[config.mk]
export PLATFORM = sky130hd
export DESIGN_NAME = rafs_ctrl
export DESIGN_NICKNAME = d
export VERILOG_FILES = /design/src/sv/assert_macros.svh /design/src/sv/rafs_pkg.sv /design/src/sv/rafs_ctrl.sv
export SDC_FILE = /design/constraint.sdc
export NUM_CORES = 1
export LEC_CHECK = 0
export BUFFER_PORTS_ARGS = -buffer_cell sky130_fd_sc_hd__buf_2
export CAP_MARGIN = 30
export CORE_AREA = 4 4 41 43
export DETAILED_ROUTE_END_ITERATION = 8
export DIE_AREA = 0 0 45 47
export PLACE_DENSITY = 0.7
export RECOVER_POWER = 50
export SLEW_MARGIN = 30
export SYNTH_ARGS = -nofsm -noshare
export SYNTH_HDL_FRONTEND = slang
export SYNTH_SLANG_ARGS = --single-unit
[constraint.sdc]
create_clock -name clk -period 2.78 [get_ports clk]
set_input_delay 0.417 -clock clk [delete_from_list [all_inputs] [get_ports clk]]
set_output_delay 0.417 -clock clk [all_outputs]
set_load 0.005 [all_outputs]
[src/sv/assert_macros.svh]
// Assertion macros shared by the RTL files.
`ifndef ASSERT_MACROS_SVH
`define ASSERT_MACROS_SVH
`ifndef SYNTHESIS
// Same-cycle implication under reset.
`define ASSERT_IMPLIES(label, clk, rst_n, ante, cons) \
    label: assert property (@(posedge clk) disable iff (!rst_n) (ante) |-> (cons)) \
        else $error("assertion failed");
// Next-cycle implication under reset.
`define ASSERT_NEXT(label, clk, rst_n, ante, cons) \
    label: assert property (@(posedge clk) disable iff (!rst_n) (ante) |=> (cons)) \
        else $error("assertion failed");
`else
`define ASSERT_IMPLIES(label, clk, rst_n, ante, cons)
`define ASSERT_NEXT(label, clk, rst_n, ante, cons)
`endif
`endif

[src/sv/rafs_pkg.sv]
// Shared constants, command codes and control types of the register/flags/stack unit.
package rafs_pkg;

    localparam int unsigned RAFS_NUM_REGS    = 32;
    localparam int unsigned RAFS_STACK_DEPTH = 64;
    localparam int unsigned DATA_W = 32;
    localparam int unsigned CMD_W  = 5;
    localparam int unsigned IDX_W  = 5;

    // Instruction codes
    localparam logic [CMD_W-1:0] CMD_ADD  = 5'd0;
    localparam logic [CMD_W-1:0] CMD_SUB  = 5'd1;
    localparam logic [CMD_W-1:0] CMD_AND  = 5'd2;
    localparam logic [CMD_W-1:0] CMD_XOR  = 5'd3;
    localparam logic [CMD_W-1:0] CMD_OR   = 5'd4;
    localparam logic [CMD_W-1:0] CMD_ADDI = 5'd5;
    localparam logic [CMD_W-1:0] CMD_ORI  = 5'd9;
    localparam logic [CMD_W-1:0] CMD_MOVI = 5'd10;
    localparam logic [CMD_W-1:0] CMD_MOVR = 5'd11;
    localparam logic [CMD_W-1:0] CMD_SWP  = 5'd12;
    localparam logic [CMD_W-1:0] CMD_MULL = 5'd13;
    localparam logic [CMD_W-1:0] CMD_DIV  = 5'd14;
    localparam logic [CMD_W-1:0] CMD_PUSH = 5'd15;
    localparam logic [CMD_W-1:0] CMD_POP  = 5'd16;
    localparam logic [CMD_W-1:0] CMD_SKIE = 5'd17;
    localparam logic [CMD_W-1:0] CMD_READ = 5'd18;

    // Multiply result nibble masks
    localparam logic [DATA_W-1:0] MUL_HI_MASK = 32'd240;
    localparam logic [DATA_W-1:0] MUL_LO_MASK = 32'd15;
    localparam int unsigned DIV_STEPS = 32;

    typedef struct packed {
        logic load;
        logic rd;
        logic ex;
        logic mul_wr;
        logic div_step;
        logic div_wr;
        logic wr2;
        logic pop_wr;
        logic out_load;
    } ctrl_cmd_t;

    typedef struct packed {
        logic is_swp;
        logic is_mul;
        logic is_div;
        logic div_zero;
        logic pop_go;
        logic out_free;
    } ctrl_sts_t;

    // Parity, zero and sign of a result
    function automatic logic [2:0] psz_f(input logic [DATA_W-1:0] r);
        return {^r, (r == '0), r[DATA_W-1]};
    endfunction

endpackage

[src/sv/rafs_ctrl.sv]
// Sequencing state machine of the register/flags/stack unit.
module rafs_ctrl
    import rafs_pkg::*;
(
    input  logic      clk,
    input  logic      rst_n,
    input  logic      in_valid,
    output logic      in_ready,
    input  ctrl_sts_t sts,
    output ctrl_cmd_t cmd
);
    localparam logic [2:0] S_IDLE = 3'd0;
    localparam logic [2:0] S_RD   = 3'd1;
    localparam logic [2:0] S_EX   = 3'd2;
    localparam logic [2:0] S_MUL  = 3'd3;
    localparam logic [2:0] S_DIV  = 3'd4;
    localparam logic [2:0] S_DVW  = 3'd5;
    localparam logic [2:0] S_W2   = 3'd6;
    localparam logic [2:0] S_DONE = 3'd7;
    localparam int unsigned CNT_W = $clog2(DIV_STEPS);

    logic [2:0]       state_reg, state_next;
    logic [CNT_W-1:0] cnt_reg, cnt_next;
    logic             pop_reg, pop_next;

    assign in_ready = (state_reg == S_IDLE);

    // Decode state into datapath commands and pick the next state
    always_comb
    begin
        state_next = state_reg;
        cnt_next   = cnt_reg;
        pop_next   = pop_reg;
        cmd        = '0;
        unique case (state_reg)
            S_IDLE:
            begin
                if (in_valid)
                begin
                    cmd.load   = 1'b1;
                    state_next = S_RD;
                end
            end
            S_RD:
            begin
                cmd.rd     = 1'b1;
                state_next = S_EX;
            end
            S_EX:
            begin
                cmd.ex     = 1'b1;
                cnt_next   = '0;
                pop_next   = sts.pop_go;
                state_next = S_DONE;
                if (sts.is_swp)
                    state_next = S_W2;
                else if (sts.is_mul)
                    state_next = S_MUL;
                else if (sts.is_div && !sts.div_zero)
                    state_next = S_DIV;
            end
            S_MUL:
            begin
                cmd.mul_wr = 1'b1;
                state_next = S_W2;
            end
            S_DIV:
            begin
                cmd.div_step = 1'b1;
                cnt_next     = cnt_reg + 1'b1;
                if (cnt_reg == CNT_W'(DIV_STEPS - 1))
                    state_next = S_DVW;
            end
            S_DVW:
            begin
                cmd.div_wr = 1'b1;
                state_next = S_W2;
            end
            S_W2:
            begin
                cmd.wr2    = 1'b1;
                state_next = S_DONE;
            end
            S_DONE:
            begin
                // Stack data arrives in the cycle after EX; write it before handing out
                if (pop_reg)
                begin
                    cmd.pop_wr = 1'b1;
                    pop_next   = 1'b0;
                end
                else if (sts.out_free)
                begin
                    cmd.out_load = 1'b1;
                    state_next   = S_IDLE;
                end
            end
            default:
            begin
                state_next = S_IDLE;
            end
        endcase
    end

    // Hold control state
    always_ff @(posedge clk or negedge rst_n)
    begin
        if (!rst_n)
        begin
            state_reg <= S_IDLE;
            cnt_reg   <= '0;
            pop_reg   <= 1'b0;
        end
        else
        begin
            state_reg <= state_next;
            cnt_reg   <= cnt_next;
            pop_reg   <= pop_next;
        end
    end
endmodule

==> impl_results.md <==
* Outcome: completed
* Vias per cell at 5.19
* Hold Buf Count CTS at 1
* Setup TNS at 0 ps
* Gate power share at 38.7%
* Final Skew at 6.53 ps
* Xor and xnor area share after synthesis at 1.53%
* Sequential fraction of the synthesis area at 39.3%
* H-tree depth at 1
* WP data required at approximately 2400 ps
* Post-CTS resize count at 0
* Max Cap Violations at 0
* Largest net degree at the start of global routing at 18
* Power Density at approximately 880 mW/mm2
* Die Footprint at 0.00212 mm2
* Final setup fails at 0
* Compound-Gate Fraction of Synth Area at 14.6%
* Clock-pin slew on the worst setup and hold paths at 60 ps
* Ports at 19
* CTS tree: built
* Fin cells at 93
* DRC viols at 0
* Final period util at 81.3%
* Syn nets at 70
* Adder-Cell Fraction of Synth Area at 4.37%
* DRT Wirelength at ~1200 um
* Tot Pwr at 0.595 mW
* Pins Over Slew Limit at 0
* R2R Setup Slk at 780 ps
* Placed Cells at 88
* Worst r2r src: state_reg[0]
* Final hold vios at 0
* Max FFs per register at 5
* Hold path depth at 3
* Crit Path Class: register to output port
* Root Buffer: clkbuf_4
* Core Area at 0.00130 mm2
* Crit. End Element: output port
* DR iter-0 viols at 5
* Die width at 45 um
* Pre-CTS setup slack at roughly 1000 ps
* Avg Cell Area, Syn at between 9 and 10 um2
* WL per Instance at 12.5 um
* Fraction of layout cells with a size suffix above 1 at 28.2%
* Sw Share at around two fifths
* R2R cell count at 3
* Post-Syn Area at about 570 um2
* RSZ-0062 raised after global routing: false
* Hold Crit Class: primary input to register
* CP Data Arrival Time at 1840 ps
* Hold WS at 437 ps
* Largest family of logic cells by synthesized area: simple AND/OR/NAND/NOR gates
* Clock network power share at 17.0%
* Mapped Cells at 59
* Hold Path End: state_reg[2]
* Slew Limit Headroom at 43.0%
* Final setup margin at 520 ps
* Initial antenna violation count at 0
* Drt first pass iters at 3
* Synthesis Warnings at 0
* Fin crit period at 2260 ps
* Postcts setup bufs at 0
* GPL Wtd Cong at 0.760
* #FFs+latches synth at 9
* Leak at between 0.3 and 0.4 nW
* CP max FO at 17
* Die height at 47 um
* ANT cells at 0
* Int Pwr at 0.354 mW
* Detail Route Antenna Nets at 0
* Number of CTS-inserted buffers at 3
* # port buffers at 18
* Grt total ovfl at 0
* Row count at 13
* Startpoint Class: register
* Peak VDD IR at 598 uV
* Routed via count at slightly below 500
* Total GRT Usage at 13.5%
* Max Freq at 0.442 GHz
* Number of global-route vias before repair at 435
* Starting Density at 44.0%
* Post-synthesis cell type count at 28
* R2r endpoint: cnt_reg[0]
* P&R area growth vs syn at 17.7%
* HPWL Detailed at 878 um
* Post-synthesis simple-gate area fraction at 29.7%
* HP Start: sts[4]
* Sequential Power Share at 44.4%
* First-pass GRT wire length at between 2000 and 2500 um
* Net switching power at 0.240 mW
* Clock tree sinks at 9
* Post-synthesis mux area share at 3.71%
* Worst-Skew Late Latency at 260 ps
* CTS Buffer Depth at 2
* Least-Margin Pin Slew at 853 ps
* Fin nets at 90
[critical path, stage by stage (launching register included)]
cell	delay, ps
dfrtp_1	560
nor3b_1	780
buf_2	240
[Yosys cell counts]
cell | instances | area, um2
a21bo_1 | 1 | 10.0
a21oi_1 | 1 | 5.00
a22o_1 | 5 | 43.8
a31oi_1 | 1 | 6.26
a32oi_1 | 1 | 8.76
and3_1 | 2 | 12.5
buf_2 | 1 | 5.00
buf_6 | 2 | 22.5
clkbuf_1 | 1 | 3.75
dfrtp_1 | 9 | 225
ha_1 | 2 | 25.0
inv_1 | 2 | 7.51
mux2_2 | 1 | 11.3
mux2i_1 | 1 | 10.0
nand2_1 | 5 | 18.8
nand2b_1 | 2 | 12.5
nand3_1 | 2 | 10.0
nand3b_1 | 1 | 7.51
nor2_1 | 5 | 18.8
nor2b_1 | 1 | 6.26
nor3_1 | 3 | 15.0
nor3b_1 | 3 | 22.5
nor3b_2 | 1 | 12.5
nor3b_4 | 1 | 18.8
nor4_1 | 1 | 6.26
o21ai_1 | 2 | 10.0
or3b_1 | 1 | 8.76
xnor2_1 | 1 | 8.76
[worst max path at each step]
stage	startpoint	end	slack, ps	depth (start not counted)
2_1_floorplan	state_reg[0]	cmd[7]	1410	3
3_3_place_gp	state_reg[0]	cmd[0]	1040	3
3_5_place_dp	state_reg[0]	cmd[0]	1020	3
4_1_cts	state_reg[0]	cmd[0]	720	3
5_1_grt	state_reg[0]	cmd[4]	330	2
6_report	state_reg[0]	cmd[4]	520	2
[metal layers]
| metal | GRT usage, % | vias up | share of wire, % |
|---|---|---|---|
| met3 | 7.28 | 0 | 5.5 |
| met1 | 16.8 | 224 | 47 |
| li1 | - | 250 | - |
| met4 | 1.75 | 0 | 0 |
| met5 | 0 | - | 0 |
| met2 | 21.2 | 9 | 47 |
[power by group through the flow]
| stage | Clock [mW] | Combinational [mW] | Sequential (mW) |
|---|---|---|---|
| after detailed placement | 0 | 0.239 | 0.272 |
| after global placement | 0 | 0.237 | 0.269 |
| after floorplan | 0 | 0.252 | 0.207 |
| final | 0.101 | 0.230 | 0.264 |
| after CTS | 0.105 | 0.242 | 0.269 |
| after global routing | 0.111 | 0.265 | 0.277 |
[cells by family after synthesis]
group / Yosys count
simple gates: 28
mux: 2
flops: 9
fa+ha+maj: 2
xor+xnor: 1
buf+inv: 6
compound gates: 11
[cell usage in the layout (no fill, tap or decap)]
| master | instances |
|---|---|
| a21bo_1 | 1 |
| a21oi_1 | 1 |
| a22o_1 | 5 |
| a31oi_1 | 1 |
| a32oi_1 | 1 |
| and3_1 | 2 |
| buf_2 | 17 |
| clkbuf_1 | 2 |
| clkbuf_4 | 3 |
| dfrtp_1 | 9 |
| dlygate4sd3_1 | 1 |
| ha_1 | 2 |
| inv_1 | 2 |
| mux2_2 | 1 |
| mux2i_1 | 1 |
| nand2_1 | 5 |
| nand2b_1 | 2 |
| nand3_1 | 2 |
| nand3b_1 | 1 |
| nor2_1 | 5 |
| nor2b_1 | 1 |
| nor3_1 | 3 |
| nor3b_1 | 4 |
| nor3b_2 | 1 |
| nor4_1 | 1 |
| o21ai_0 | 1 |
| o21ai_1 | 1 |
| or3b_1 | 1 |
| xnor2_1 | 1 |
[stage by stage]
step | util (%) | area [um2]
CTS | 52.8 | 687
global route | 51.8 | 674
global placement | 50.0 | 651
detailed placement | 50.0 | 651
floorplan | - | 573
finish | 51.8 | 674
[cell type report]
cell class	instances	area [um2]
multi-input combinational	44	298
sequential	9	225
fill	129	627
clock buffer	4	26.3
tap	15	18.8
inverter	2	7.51
timing repair buffer	19	98.8
Power figures use the tool's default switching activity.
